`src/hdl/zoh_pkg.sv`:
```
// Shared types and constants for the zero-order-hold upsampler.
package zoh_pkg;

  localparam int RATE_W = 16;
  localparam int PCM_W  = 16;
  localparam int RUN_W  = 4;

  localparam logic [RATE_W:0]   OUT_RATE  = 17'd48000;
  localparam logic [31:0]       RATE_MIN  = 32'd4000;
  localparam logic [31:0]       RATE_MAX  = 32'd48000;
  localparam logic [RATE_W-1:0] RATE_DEF  = 16'd8000;
  localparam logic [RUN_W-1:0]  MAX_RUN   = 4'd12;

  localparam logic [1:0] CFG_HEADER_RATE   = 2'd0;
  localparam logic [1:0] CFG_HEADER_COUNT  = 2'd1;
  localparam logic [1:0] CFG_PAYLOAD_BYTES = 2'd2;

  typedef enum logic {
    SEQ_IDLE,
    SEQ_RUN
  } seq_state_t;

  typedef struct packed {
    logic [PCM_W-1:0] pcm;
    logic             run_last;
    logic             stream_end;
  } frame_t;

endpackage

```
`src/hdl/zoh_div.sv`:
```
// Restoring divider, one quotient bit per cycle, for the stream frame total.
module zoh_div #(
  parameter int DW = 40
) (
  input  logic                       clk,
  input  logic                       rst_n,
  input  logic                       start,
  input  logic [DW-1:0]              dividend,
  input  logic [zoh_pkg::RATE_W-1:0] divisor,
  output logic                       busy,
  output logic [DW-1:0]              quotient
);

  localparam int CW = $clog2(DW + 1);

  logic                       busy_r, busy_nxt;
  logic [CW-1:0]              cnt_r, cnt_nxt;
  logic [DW-1:0]              dvd_r, dvd_nxt;
  logic [zoh_pkg::RATE_W-1:0] rem_r, rem_nxt;
  logic [zoh_pkg::RATE_W-1:0] dsr_r, dsr_nxt;
  logic [zoh_pkg::RATE_W:0]   trial;
  logic                       ge;

  // The dividend shifts out at the top while quotient bits shift in at the bottom.
  always_comb begin
    trial    = {rem_r, dvd_r[DW-1]};
    ge       = trial >= {1'b0, dsr_r};
    busy_nxt = busy_r;
    cnt_nxt  = cnt_r;
    dvd_nxt  = dvd_r;
    rem_nxt  = rem_r;
    dsr_nxt  = dsr_r;
    if (start) begin
      busy_nxt = 1'b1;
      cnt_nxt  = CW'(DW);
      dvd_nxt  = dividend;
      rem_nxt  = '0;
      dsr_nxt  = divisor;
    end else if (busy_r) begin
      rem_nxt = ge ? zoh_pkg::RATE_W'(trial - {1'b0, dsr_r}) : trial[zoh_pkg::RATE_W-1:0];
      dvd_nxt = {dvd_r[DW-2:0], ge};
      cnt_nxt = cnt_r - 1'b1;
      if (cnt_r == CW'(1)) begin
        busy_nxt = 1'b0;
      end
    end
  end

  always_ff @(posedge clk) begin
    if (!rst_n) begin
      busy_r <= 1'b0;
      cnt_r  <= '0;
    end else begin
      busy_r <= busy_nxt;
      cnt_r  <= cnt_nxt;
    end
    dvd_r <= dvd_nxt;
    rem_r <= rem_nxt;
    dsr_r <= dsr_nxt;
  end

  assign busy     = busy_r;
  assign quotient = dvd_r;

endmodule

```
`src/hdl/zoh_seq.sv`:
```
// Frame sequencer: steps the phase accumulator once per emitted output frame.
module zoh_seq #(
  parameter int CB = 24
) (
  input  logic                       clk,
  input  logic                       rst_n,
  input  logic                       start,
  input  logic [7:0]                 sample,
  input  logic [zoh_pkg::RATE_W-1:0] rate,
  input  logic [CB-1:0]              count,
  input  logic [CB+3:0]              total,
  output logic                       busy,
  output logic                       out_valid,
  input  logic                       out_stall,
  output zoh_pkg::frame_t            out_beat
);

  localparam int FW = CB + 4;

  zoh_pkg::seq_state_t        state_r, state_nxt;
  logic [CB-1:0]              idx_r, idx_nxt;
  logic [FW-1:0]              frame_r, frame_nxt;
  logic [zoh_pkg::RATE_W-1:0] phase_r, phase_nxt;
  logic [zoh_pkg::RUN_W-1:0]  n_r, n_nxt;
  logic [zoh_pkg::PCM_W-1:0]  pcm_r, pcm_nxt;
  logic                       out_valid_r, out_valid_nxt;
  zoh_pkg::frame_t            beat_r, beat_nxt;
  logic [zoh_pkg::RATE_W:0]   sum;
  logic                       wrap;
  logic                       slot_free;
  logic                       emit;
  logic                       at_end;
  logic                       last;

  always_comb begin
    sum       = {1'b0, phase_r} + {1'b0, rate};
    wrap      = sum >= zoh_pkg::OUT_RATE;
    slot_free = !out_valid_r || !out_stall;
    at_end    = (frame_r + 1'b1) == total;
    last      = wrap || (n_r == zoh_pkg::MAX_RUN - 1'b1) || at_end;

    state_nxt = state_r;
    idx_nxt   = idx_r;
    frame_nxt = frame_r;
    phase_nxt = phase_r;
    n_nxt     = n_r;
    pcm_nxt   = pcm_r;
    emit      = 1'b0;

    unique case (state_r)
      zoh_pkg::SEQ_IDLE: begin
        if (start) begin
          pcm_nxt   = {~sample[7], sample[6:0], 8'h00};
          n_nxt     = '0;
          state_nxt = zoh_pkg::SEQ_RUN;
        end
      end
      zoh_pkg::SEQ_RUN: begin
        if (idx_r >= count) begin
          // Samples beyond the count are dropped without emitting a frame or advancing the index.
          state_nxt = zoh_pkg::SEQ_IDLE;
        end else if (frame_r >= total) begin
          idx_nxt   = idx_r + 1'b1;
          state_nxt = zoh_pkg::SEQ_IDLE;
        end else if (slot_free) begin
          emit      = 1'b1;
          frame_nxt = frame_r + 1'b1;
          phase_nxt = wrap ? zoh_pkg::RATE_W'(sum - zoh_pkg::OUT_RATE)
                           : sum[zoh_pkg::RATE_W-1:0];
          n_nxt     = n_r + 1'b1;
          if (last) begin
            idx_nxt   = idx_r + 1'b1;
            state_nxt = zoh_pkg::SEQ_IDLE;
          end
        end
      end
      default: state_nxt = zoh_pkg::SEQ_IDLE;
    endcase

    out_valid_nxt = emit || (out_valid_r && out_stall);
    beat_nxt      = beat_r;
    if (emit) begin
      beat_nxt.pcm        = pcm_r;
      beat_nxt.run_last   = last;
      beat_nxt.stream_end = at_end;
    end
  end

  always_ff @(posedge clk) begin
    if (!rst_n) begin
      state_r     <= zoh_pkg::SEQ_IDLE;
      idx_r       <= '0;
      frame_r     <= '0;
      phase_r     <= '0;
      n_r         <= '0;
      out_valid_r <= 1'b0;
    end else begin
      state_r     <= state_nxt;
      idx_r       <= idx_nxt;
      frame_r     <= frame_nxt;
      phase_r     <= phase_nxt;
      n_r         <= n_nxt;
      out_valid_r <= out_valid_nxt;
    end
    pcm_r  <= pcm_nxt;
    beat_r <= beat_nxt;
  end

  assign busy      = state_r != zoh_pkg::SEQ_IDLE;
  assign out_valid = out_valid_r;
  assign out_beat  = beat_r;

endmodule

```
`src/hdl/pcm8_to_48k_zero_order_hold_upsampler_top.sv`:
```
// Top level: 8-bit mono to 48 kHz stereo zero-order-hold upsampler.
// The first frame of a sample is registered into the output beat once the sequencer is in its run state.
// A sample producing k frames (1 to 12) holds the input stalled until its last frame is emitted,
// the phase accumulator stepping one frame per cycle while the output slot is free; dropped samples also stall it.
// Reset and every config write start the frame-total divider, which keeps in_stall
// high while the division is pending or running; reset also clears the stream counters.
module pcm8_to_48k_zero_order_hold_upsampler_top #(
  parameter int COUNT_BITS = 24
) (
  input  logic        clk,
  input  logic        rst_n,
  input  logic        cfg_we,
  input  logic [1:0]  cfg_index,
  input  logic [31:0] cfg_wdata,
  input  logic        in_valid,
  output logic        in_stall,
  input  logic [7:0]  in_sample_byte,
  output logic        out_valid,
  input  logic        out_stall,
  output logic [15:0] out_left_pcm,
  output logic [15:0] out_right_pcm,
  output logic        out_run_last,
  output logic        out_stream_end
);

  localparam int DW = COUNT_BITS + zoh_pkg::RATE_W;
  localparam int FW = COUNT_BITS + 4;
  localparam logic [32:0] CAP = 33'((34'd1 << COUNT_BITS) - 34'd1);

  logic [31:0]                hdr_rate_r, hdr_rate_nxt;
  logic [31:0]                hdr_count_r, hdr_count_nxt;
  logic [23:0]                pay_bytes_r, pay_bytes_nxt;
  logic                       pend_r, pend_nxt;
  logic [zoh_pkg::RATE_W-1:0] rate_eff;
  logic [31:0]                count_sel;
  logic [COUNT_BITS-1:0]      count_eff;
  logic [DW-1:0]              product;
  logic                       div_start;
  logic                       div_busy;
  logic [DW-1:0]              quotient;
  logic                       seq_busy;
  logic                       in_accept;
  zoh_pkg::frame_t            beat;

  always_comb begin
    hdr_rate_nxt  = hdr_rate_r;
    hdr_count_nxt = hdr_count_r;
    pay_bytes_nxt = pay_bytes_r;
    if (cfg_we) begin
      unique case (cfg_index)
        zoh_pkg::CFG_HEADER_RATE:   hdr_rate_nxt  = cfg_wdata;
        zoh_pkg::CFG_HEADER_COUNT:  hdr_count_nxt = cfg_wdata;
        zoh_pkg::CFG_PAYLOAD_BYTES: pay_bytes_nxt = cfg_wdata[23:0];
        default: ;
      endcase
    end
    div_start = pend_r && !div_busy;
    pend_nxt  = cfg_we || (pend_r && !div_start);
  end

  always_comb begin
    if (hdr_rate_r < zoh_pkg::RATE_MIN || hdr_rate_r > zoh_pkg::RATE_MAX) begin
      rate_eff = zoh_pkg::RATE_DEF;
    end else begin
      rate_eff = hdr_rate_r[zoh_pkg::RATE_W-1:0];
    end
    if (hdr_count_r == 32'd0 || hdr_count_r > {8'd0, pay_bytes_r}) begin
      count_sel = {8'd0, pay_bytes_r};
    end else begin
      count_sel = hdr_count_r;
    end
    if ({1'b0, count_sel} > CAP) begin
      count_eff = COUNT_BITS'(CAP);
    end else begin
      count_eff = COUNT_BITS'(count_sel);
    end
    product = DW'(count_eff) * DW'(zoh_pkg::OUT_RATE);
  end

  always_ff @(posedge clk) begin
    if (!rst_n) begin
      hdr_rate_r  <= 32'(zoh_pkg::RATE_DEF);
      hdr_count_r <= '0;
      pay_bytes_r <= '0;
      pend_r      <= 1'b1;
    end else begin
      hdr_rate_r  <= hdr_rate_nxt;
      hdr_count_r <= hdr_count_nxt;
      pay_bytes_r <= pay_bytes_nxt;
      pend_r      <= pend_nxt;
    end
  end

  zoh_div #(
    .DW(DW)
  ) u_div (
    .clk      (clk),
    .rst_n    (rst_n),
    .start    (div_start),
    .dividend (product),
    .divisor  (rate_eff),
    .busy     (div_busy),
    .quotient (quotient)
  );

  assign in_stall  = pend_r || div_busy || seq_busy;
  assign in_accept = in_valid && !in_stall;

  zoh_seq #(
    .CB(COUNT_BITS)
  ) u_seq (
    .clk       (clk),
    .rst_n     (rst_n),
    .start     (in_accept),
    .sample    (in_sample_byte),
    .rate      (rate_eff),
    .count     (count_eff),
    .total     (quotient[FW-1:0]),
    .busy      (seq_busy),
    .out_valid (out_valid),
    .out_stall (out_stall),
    .out_beat  (beat)
  );

  assign out_left_pcm   = beat.pcm;
  assign out_right_pcm  = beat.pcm;
  assign out_run_last   = beat.run_last;
  assign out_stream_end = beat.stream_end;

endmodule

```
`config.mk`:
```
export PLATFORM = sky130hd
export DESIGN_NAME = pcm8_to_48k_zero_order_hold_upsampler_top
export DESIGN_NICKNAME = d
export VERILOG_FILES = /design/src/hdl/zoh_pkg.sv /design/src/hdl/zoh_div.sv /design/src/hdl/zoh_seq.sv /design/src/hdl/pcm8_to_48k_zero_order_hold_upsampler_top.sv
export SDC_FILE = /design/constraint.sdc
export NUM_CORES = 1
export LEC_CHECK = 0
export BUFFER_PORTS_ARGS = -buffer_cell sky130_fd_sc_hd__clkbuf_2
export CAP_MARGIN = 5
export CORE_ASPECT_RATIO = 1.25
export CORE_MARGIN = 4
export CORE_UTILIZATION = 45
export CTS_CLUSTER_DIAMETER = 40
export DETAILED_ROUTE_END_ITERATION = 10
export PLACE_DENSITY_LB_ADDON = 0.15
export SETUP_SLACK_MARGIN = 0.02
export SLEW_MARGIN = 5
export SYNTH_ARGS = -nofsm -noshare
export SYNTH_HDL_FRONTEND = slang
export SYNTH_HIERARCHICAL = 1
export SYNTH_SLANG_ARGS = --single-unit
```
`constraint.sdc`:
```
create_clock -name clk -period 9.5 [get_ports clk]
set_input_delay 0.95 -clock clk [delete_from_list [all_inputs] [get_ports clk]]
set_output_delay 0.95 -clock clk [all_outputs]
set_load 0.05 [all_outputs]
```
Word-level counts from Yosys, hierarchy flattened
Index checks and enable logic that the tools add are counted.
W data, S select, Z words.
{"block": "totals", "ramBits": 0, "latchBits": 0, "in_bits": 47, "reg_bits": 260, "n_memories": 0, "out_inout_bits": 36, "wordCells": 112, "romBits": 0}
{"block": "classes", "mux": 30, "eq_ne": 9, "bitwise": 5, "div": 0, "n_reduce_logical": 31, "shifts": 0, "multipliers": 1, "order_cmp": 8, "add_sub_neg": 7}
{"operator": "$mux W24", "count": 4}
{"operator": "$mux W40", "count": 2}
{"operator": "$mux W16", "count": 3}
{"operator": "$mul A24 B9 Y33 const B", "count": 1}
{"operator": "$gt A32 B16 Y1 const B", "count": 1}
{"operator": "$gt A32 B24 Y1", "count": 1}
{"operator": "$gt A32 B24 Y1 const B", "count": 1}
{"operator": "$logic_not A32 Y1", "count": 1}
{"operator": "$lt A32 B12 Y1 const B", "count": 1}
{"operator": "$mux W32", "count": 1}
{"operator": "$add A28 B1 Y28 const B", "count": 1}
{"operator": "$eq A28 B28 Y1", "count": 1}
{"operator": "$ge A28 B28 Y1", "count": 1}
{"operator": "$add A24 B1 Y24 const B", "count": 1}
{"operator": "$ge A24 B24 Y1", "count": 1}
{"operator": "$add A16 B16 Y17", "count": 1}
{"operator": "$ge A17 B16 Y1", "count": 1}
{"operator": "$ge A17 B16 Y1 const B", "count": 1}
{"operator": "$mux W4", "count": 4}
{"operator": "$sub A16 B16 Y16", "count": 1}
{"operator": "$sub A16 B16 Y16 const B", "count": 1}
{"operator": "$mux W1", "count": 12}
{"operator": "$mux W6", "count": 2}
{"operator": "$reduce_and A4 Y1", "count": 3}
{"operator": "other kinds (17)", "count": 44}

Longest topological paths before layout
Gate-level depths: netlist of run 1.
{"block": "depth", "word_depth": 12, "mapped_depth": 32, "mapped_depth_nobuf": 30}

Modules after synthesis
The synthesis of run 1 kept the hierarchy.
{"mod": "pcm8_to_48k_zero_order_hold_upsampler_top", "cells_each": 1225, "n_inst": 1, "area_per_inst_um2": 10022.1, "seq_area_each_um2": 1781.7}
{"mod": "zoh_seq", "cells_each": 868, "n_inst": 1, "area_per_inst_um2": 7101.8, "seq_area_each_um2": 2021.9}
{"mod": "zoh_div", "cells_each": 386, "n_inst": 1, "area_per_inst_um2": 4334.2, "seq_area_each_um2": 2142.1}

Least setup slack after synthesis of run 1
No wires, ideal clock.
{"block": "synth_timing", "kind": "reg-to-reg", "startpoint": "register pay_bytes_r[14]", "endpoint": "register u_div.dvd_r[38] (netlist: u_div/quotient[38]) (data pin)", "n_path_buf": 3, "setup_ns": 0.260, "path_slack_ns": 2.168, "synth_period_minus_slack_ns": 7.332, "arrival_ns": 7.072, "path_stages_with_launch": 33, "required_ns": 9.240, "path_cell_list": "dfxtp_1 -> inv_1 -> ha_1 -> nand4_1 -> or2_2 -> nor2_1 -> o21ai_0 -> nand3_1 -> a311o_1 -> buf_4 -> buf_6 -> buf_2 -> mux2i_1 -> inv_1 -> fa_1 -> inv_1 -> fa_1 -> inv_1 -> fa_1 -> inv_1 -> fa_1 -> inv_1 -> ha_1 -> and3_1 -> and2_1 -> a22oi_1 -> a31oi_1 -> a31o_2 -> o41a_1 -> a21o_1 -> a21oi_1 -> xnor2_1 -> mux2_2"}
{"block": "synth_between", "elab_chain_cells": 7}
{"item": "start: declaration", "line": "pcm8_to_48k_zero_order_hold_upsampler_top.sv:32", "source": "logic [23:0] pay_bytes_r, pay_bytes_nxt;"}
{"item": "start signal: assignment", "line": "pcm8_to_48k_zero_order_hold_upsampler_top.sv:89", "source": "pay_bytes_r <= pay_bytes_nxt;"}
{"item": "$gt A32 B24 Y1", "line": "pcm8_to_48k_zero_order_hold_upsampler_top.sv:67", "source": "if (hdr_count_r == 32'd0 || hdr_count_r > {8'd0, pay_bytes_r}) begin"}
{"item": "$logic_or A1 B1 Y1", "line": "pcm8_to_48k_zero_order_hold_upsampler_top.sv:67"}
{"item": "$mux W32 (*)", "line": "pcm8_to_48k_zero_order_hold_upsampler_top.sv:67"}
{"item": "$gt A32 B24 Y1", "line": "pcm8_to_48k_zero_order_hold_upsampler_top.sv:72", "source": "if ({1'b0, count_sel} > CAP) begin"}
{"item": "$mux W24 (*)", "line": "pcm8_to_48k_zero_order_hold_upsampler_top.sv:72"}
{"item": "net count_eff[16]", "line": "pcm8_to_48k_zero_order_hold_upsampler_top.sv:36", "source": "logic [COUNT_BITS-1:0] count_eff;"}
{"item": "$mul A24 B9 Y33 (*)", "line": "pcm8_to_48k_zero_order_hold_upsampler_top.sv:77", "source": "product = DW'(count_eff) * DW'(zoh_pkg::OUT_RATE);"}
{"item": "net product[38]", "line": "pcm8_to_48k_zero_order_hold_upsampler_top.sv:37", "source": "logic [DW-1:0] product;"}
{"item": "$mux W40 (*)", "line": "zoh_div.sv:33", "source": "if (start) begin"}
{"item": "net u_div.dvd_nxt[38]", "line": "zoh_div.sv:18", "source": "logic [DW-1:0] dvd_r, dvd_nxt;"}
{"item": "end signal: assignment", "line": "zoh_div.sv:57", "source": "dvd_r <= dvd_nxt;"}
{"item": "end: declaration", "line": "zoh_div.sv:18"}
The timed path passes the listed nets; every way through them passes the cells marked *.
A chain may end at the register's enable or synchronous reset.

Final worst setup path of run 1
Ends and elaborated chain as after synthesis.

==> results of run 1 <==
==> metrics by stage <==
step | instance area, um2 | hold slack (ns) | total power, mW | utilization [%] | worst slack (ns)
finish | 23700 | 0.419 | 4.45 | 50.2 | 1.46
global route | 23700 | 0.423 | 4.76 | 50.2 | 0.895
CTS | 23700 | 0.420 | 4.52 | 50.2 | 1.39
detailed placement | 22200 | 0.408 | 2.86 | 47.0 | 1.43
global placement | 22200 | 0.402 | 2.83 | 47.0 | 1.59
floorplan | 21500 | 0.400 | 2.50 | - | 2.17
==> Yosys cell counts, types with 61 or more instances <==
library cell / number
a21boi_0: 87
a21oi_1: 104
clkbuf_1: 61
dfxtp_1: 186
edfxtp_1: 74
fa_1: 96
ha_1: 207
inv_1: 372
mux2_2: 63
nand2_1: 281
nand3_1: 62
nor2_1: 145
xnor2_1: 72
==> cells by family after synthesis <==
group,Yosys count
AOI/OAI and AO/OA,475
xor gates and xnor gates,133
muxes,89
other,2
and+or+nand+nor,729
DFF,260
adders and majority gates,305
buffers and inverters,486
==> cell type report <==
cell class	instances	share of cell area, %
clock buffer	52	5.13
sequential	260	25.1
inverter	377	5.97
clock inverter	32	1.32
timing repair buffer	77	1.75
multi-input combinational	1746	57.4
tap	637	3.36
==> worst paths after layout <==
path | startpoint | to | slack, ns | depth (start not counted)
hold / removal | u_seq/pcm_r[13] | u_seq/out_beat[15] | 0.42 | 0
hold reg to reg | u_seq/pcm_r[13] | u_seq/out_beat[15] | 0.42 | 0
setup / recovery | pay_bytes_r[14] | u_div/quotient[38] | 1.46 | 29
setup reg to reg | pay_bytes_r[14] | u_div/quotient[38] | 1.46 | 29
==> per-layer routing <==
layer	track usage, %	wire length [um]	vias to the layer above	part of all wire, %
met5	0	0	-	0
met4	7.11	1730	0	3.2
met3	2.64	1600	93	3.0
met2	36.3	26900	257	50
met1	26.3	23500	8245	44
li1	-	-	8458	-
==> power groups by stage <==
stage | clock network (mW) | registers [mW] | logic, mW
after floorplan | 0 | 1.37 | 1.13
after global placement | 0 | 1.41 | 1.42
after detailed placement | 0 | 1.41 | 1.45
after CTS | 1.67 | 1.39 | 1.46
after global routing | 1.72 | 1.40 | 1.63
final | 1.63 | 1.39 | 1.44
==> state kept, by name, indices dropped and copies added (netlist names) <==
signal and cells:
u_seq/pcm_r 8, u_seq/phase_r 16, u_div/busy 1, u_seq/n_r 4, u_div/quotient 40, pend_r 1, hdr_rate_r 32, u_div/rem_r 16
pay_bytes_r 24, u_div/dsr_r 16, u_seq/frame_r 28, hdr_count_r 32, u_seq/idx_r 24, u_seq/out_beat 10, u_div/cnt_r 6, u_seq/busy 1
u_seq/out_valid 1
==> summary.txt, run 1 <==
Fin crit period: 8.04 ns
Leak: 10.6 nW
Clock transition at path regs: 0.05 ns
Top-area cell type share of the netlist area: 17.4%
Max VDD drop: 0.000119 V
Clock network fraction of total power: 36.5%
Relative slew slack: 22.6%
Chip Height: 252 um
Clk_skew: 0.0285 ns
Port buffer count: 66
Largest net degree at the start of global routing: 116
CP required: 9.80 ns
Power per Cell Area: 188 mW/mm2
Adder-cell share of the synthesized area: 21.1%
Clock root cell: clkbuf_16
Antenna Cells: 0
Worst-path fanout max: 37
Post-synthesis compound-gate area fraction: 15.6%
Antenna-violating nets left: 0
Post-synth EDFFs: 74
Area of the multi-input gates: 0.0136 mm2
Simple-gate area share of the yosys netlist: 16.2%
Initial core utilization: 45.4%
Setup TNS: 0 ns
First-pass GRT wire length: 87,300 um
Placed cells: 3,097
Kind of critical path: reg2reg
Switching Share: 35.6%
Antenna violations before repair: 0
Via Count: 17,100
CP arrival: 8.35 ns
CP endpoint kind: flop
DRC Markers: 0
Final-stage net count: 2,858
Setup crit start kind: flop
RSZ-0062 raised after global routing: no
Status: finished, final reports clean
Sequential share of the synthesized area: 27.7%
Syn Inst Count: 2,479
Die Span X: 203 um
Worst-Margin Slew: 1.16 ns
Most frequent cells in the layout: inv_1, nand2_1, ha_1, dfxtp_1, nor2_1
Average cell area after synthesis: 8.66 um2
Final hold violation count: 0
All-Layer GR Usage: 20.7%
Die area: 0.0513 mm2
P_sw: 1.58 mW
Synth Register Bits: 260
Area contributors post-synth: dfxtp_1, ha_1, edfxtp_1
Yosys top cell by area: dfxtp_1
Final WL: 53,800 um
Comb pwr share: 32.3%
Clock tree from TritonCTS: done
FF+latch area: 0.00595 mm2
Yosys warnings: 6
Max clock buf depth: 3
Max_cap viols: 0
Buf/Inv on CP: 6
Syn-to-layout area delta: 10.5%
Max stage delay on crit path: 0.84 ns
Hold/Removal Path Class: reg2reg
Initial drt markers: 805
Slew Limit Fails: 0
Clk_lat worst skew: 0.57 ns
Synth Area in XOR/XNOR: 5.46%
Row count: 89
Num Clock Sinks: 260
Num CTS Buffers: 46
Synth Flop Type: dfxtp_1
Post-DP HPWL: 41,700 um
Synth Cell Area: 0.0215 mm2
Largest family of logic cells by synthesized area: adder cells
Internal power: 2.87 mW
Most frequent CP cell: inv_1
# H-tree levels: 2
Crit-path leading delay family: adder cells
Grt total ovfl: 0
Routed length per instance: 16.9 um
Sequential Power Share: 31.2%
Setup Fix Bufs, Post-CTS: 0
Layout cells sized above 1: 10.7%
CP max stage cell: a311o_2
CTS resizes: 0
Routability Congestion: 0.872
Hold Buf Count CTS: 0
Fmax achieved: 124 MHz
Distinct cell type count after synthesis: 101
TritonRoute pass-1 iters: 5
I/O Pins: 83
Tcrit/Tclk final: 84.6%
Setup-failing EPs final: 0
Cell Count, Final, Fillers Out: 3,181
Asr flop ratio synth: 0%
Most common cell after layout, fill and taps aside: inv_1
Core area: 0.0472 mm2
Vias per inst: 5.36
Vias in the first global route: 16,800
# fillers: 4,601
Mux cell area share after synthesis: 4.68%
Note: power is estimated with default switching activity, not from simulation.
==> run 2: changes to the inputs <==
==> constraint.sdc (replaced) <==
create_clock -name clk -period 8.14 [get_ports clk]
set_input_delay 0.814 -clock clk [delete_from_list [all_inputs] [get_ports clk]]
set_output_delay 0.814 -clock clk [all_outputs]
set_load 0.05 [all_outputs]
==> summary.txt, run 2 (same netlist as run 1, synthesis figures left out) <==
Kind of critical path: reg2reg (unchanged)
Initial drt markers: 874 (was 805)
Port buffer count: 66 (unchanged)
Hold path start: in_sample_byte[2] (was u_seq/pcm_r[13])
Largest register FFs: 40 (unchanged)
Antenna Cells: 0 (unchanged)
Fmax achieved: 130 MHz (was 124 MHz)
Core area: 0.0472 mm2 (unchanged)
Hold/Removal Path Class: in2reg (was reg2reg)
Largest net degree at the start of global routing: 76 (was 116)
Num Clock Sinks: 260 (unchanged)
RSZ-0062 raised after global routing: no (unchanged)
I/O Pins: 83 (unchanged)
# fillers: 4,613 (was 4,601)
Layout cells sized above 1: 11.2% (was 10.7%)
Most frequent CP cell: inv_1 (unchanged)
Routed length per instance: 17.1 um (was 16.9 um)
Grt total ovfl: 0 (unchanged)
Crit-path leading delay family: adder cells (unchanged)
Slew Limit Fails: 0 (unchanged)
Clk_lat worst skew: 0.59 ns (was 0.57 ns)
DRC Markers: 0 (unchanged)
Max clock buf depth: 3 (unchanged)
Row count: 89 (unchanged)
Tcrit/Tclk final: 94.6% (was 84.6%)
First-pass GRT wire length: 89,300 um (was 87,300 um)
Most common cell after layout, fill and taps aside: inv_1 (unchanged)
Die area: 0.0513 mm2 (unchanged)
Final WL: 54,700 um (was 53,800 um)
CP required: 8.45 ns (was 9.80 ns)
TritonRoute pass-1 iters: 5 (unchanged)
Buf/Inv on CP: 6 (unchanged)
Via Count: 17,300 (was 17,100)
Worst r2r src: pay_bytes_r[14] (unchanged)
Vias in the first global route: 17,200 (was 16,800)
Relative slew slack: 17.1% (was 22.6%)
CP endpoint kind: flop (unchanged)
Fin area: 0.0239 mm2 (was 0.0237 mm2)
Max VDD drop: 0.000175 V (was 0.000119 V)
Setup crit start kind: flop (unchanged)
Max_cap viols: 0 (unchanged)
Worst-Margin Slew: 1.24 ns (was 1.16 ns)
Initial core utilization: 45.4% (unchanged)
Chip Height: 252 um (unchanged)
Placed Instance Area: 0.0223 mm2 (was 0.0222 mm2)
Clk_skew: 0.0380 ns (was 0.0285 ns)
Max stage delay on crit path: 0.55 ns (was 0.84 ns)
Clock root cell: clkbuf_16 (unchanged)
CP max stage cell: fa_1 (was a311o_2)
Clock transition at path regs: 0.06 ns (was 0.05 ns)
FF-to-FF setup slack: 0.44 ns (was 1.46 ns)
Leak: 10.7 nW (was 10.6 nW)
Post-DP HPWL: 41,900 um (was 41,700 um)
FF-to-FF path depth: 29 (unchanged)
Hold Path Stages: 1 (was 0)
Syn-to-layout area delta: 11.3% (was 10.5%)
CP arrival: 8.01 ns (was 8.35 ns)
Vias per inst: 5.43 (was 5.36)
# H-tree levels: 2 (unchanged)
FF-to-FF End: u_div/quotient[38] (unchanged)
Status: finished, final reports clean (unchanged)
Clock tree from TritonCTS: done (unchanged)
Final hold violation count: 0 (unchanged)
Setup Fix Bufs, Post-CTS: 0 (unchanged)
Hold Buf Count CTS: 0 (unchanged)
Final-stage net count: 2,873 (was 2,858)
Most frequent cells in the layout: inv_1, nand2_1, ha_1, dfxtp_1, nor2_1 (unchanged)
Antenna-violating nets left: 0 (unchanged)
Setup TNS: 0 ns (unchanged)
Die Span X: 203 um (unchanged)
Antenna violations before repair: 0 (unchanged)
All-Layer GR Usage: 21.2% (was 20.7%)
Hold Path Sink: u_seq/pcm_r[10] (was u_seq/out_beat[15])
Total power: 5.30 mW (was 4.45 mW)
CTS resizes: 0 (unchanged)
Num CTS Buffers: 46 (unchanged)
Power per Cell Area: 222 mW/mm2 (was 188 mW/mm2)
Worst-path fanout max: 8 (was 37)
Setup-failing EPs final: 0 (unchanged)
Fin crit period: 7.70 ns (was 8.04 ns)
Routability Congestion: 0.888 (was 0.872)
-- run 2: worst register-to-register path, delay by kind of cell (launching register included) --
family / cells / cell delay [ns]
and+or+nand+nor: 6 / 1.14
buffers and inverters: 6 / 0.55
muxes: 2 / 0.69
adders and majority gates: 6 / 2.68
DFF: 1 / 0.40
AOI/OAI and AO/OA: 8 / 1.88
xor gates and xnor gates: 1 / 0.08
-- run 2: final cells by class --
type                            count  area, um2  share of cell area (%)
Clock inverter                     32        372                    1.56
Inverter                          377       1420                    5.92
Clock buffer                       52       1220                    5.09
Timing Repair Buffer               92        541                    2.26
Sequential cell                   260       5950                    24.9
Multi-Input combinational cell   1746      13600                    56.9
Tap cell                          637        797                    3.34
-- run 2: layer usage --
layer | track usage, % | up-vias | share of wire (%)
met4 | 8.48 | 0 | 4.0
met5 | 0 | - | 0
met3 | 3.09 | 115 | 3.7
met1 | 26.8 | 8404 | 43
met2 | 36.7 | 315 | 49
li1 | - | 8509 | -
-- run 2: per-stage QoR --
step / setup slack [ns] / std cells / utilization [%] / hold slack [ns]
floorplan: 0.808 / 2492 / - / 0.400
global placement: 0.475 / 3107 / 47.2 / 0.401
detailed placement: 0.276 / 3107 / 47.2 / 0.405
CTS: 0.232 / 3191 / 50.5 / 0.367
global route: 0.0499 / 3196 / 50.6 / 0.369
finish: 0.437 / 3196 / 50.6 / 0.401
-- run 2: worst max-delay path by stage --
| stage | slack [ns] | cells past startpoint | startpoint | to |
|---|---|---|---|---|
| 2_1_floorplan | 0.81 | 32 | pay_bytes_r[14] | u_div/quotient[38] |
| 3_3_place_gp | 0.48 | 30 | pay_bytes_r[14] | u_div/quotient[38] |
| 3_5_place_dp | 0.28 | 30 | pay_bytes_r[14] | u_div/quotient[38] |
| 4_1_cts | 0.23 | 30 | pay_bytes_r[14] | u_div/quotient[38] |
| 5_1_grt | 0.05 | 29 | pay_bytes_r[14] | u_div/quotient[38] |
| 6_report | 0.44 | 29 | pay_bytes_r[14] | u_div/quotient[38] |
-- run 2: power by group --
group          leakage [nW]  switching, mW  total [mW]  internal [mW]
Sequential             2.24          0.115        1.61           1.50
Combinational          7.66           1.01        1.71          0.697
Clock                 0.778          0.742        1.97           1.23
Total                  10.7           1.87        5.30           3.43
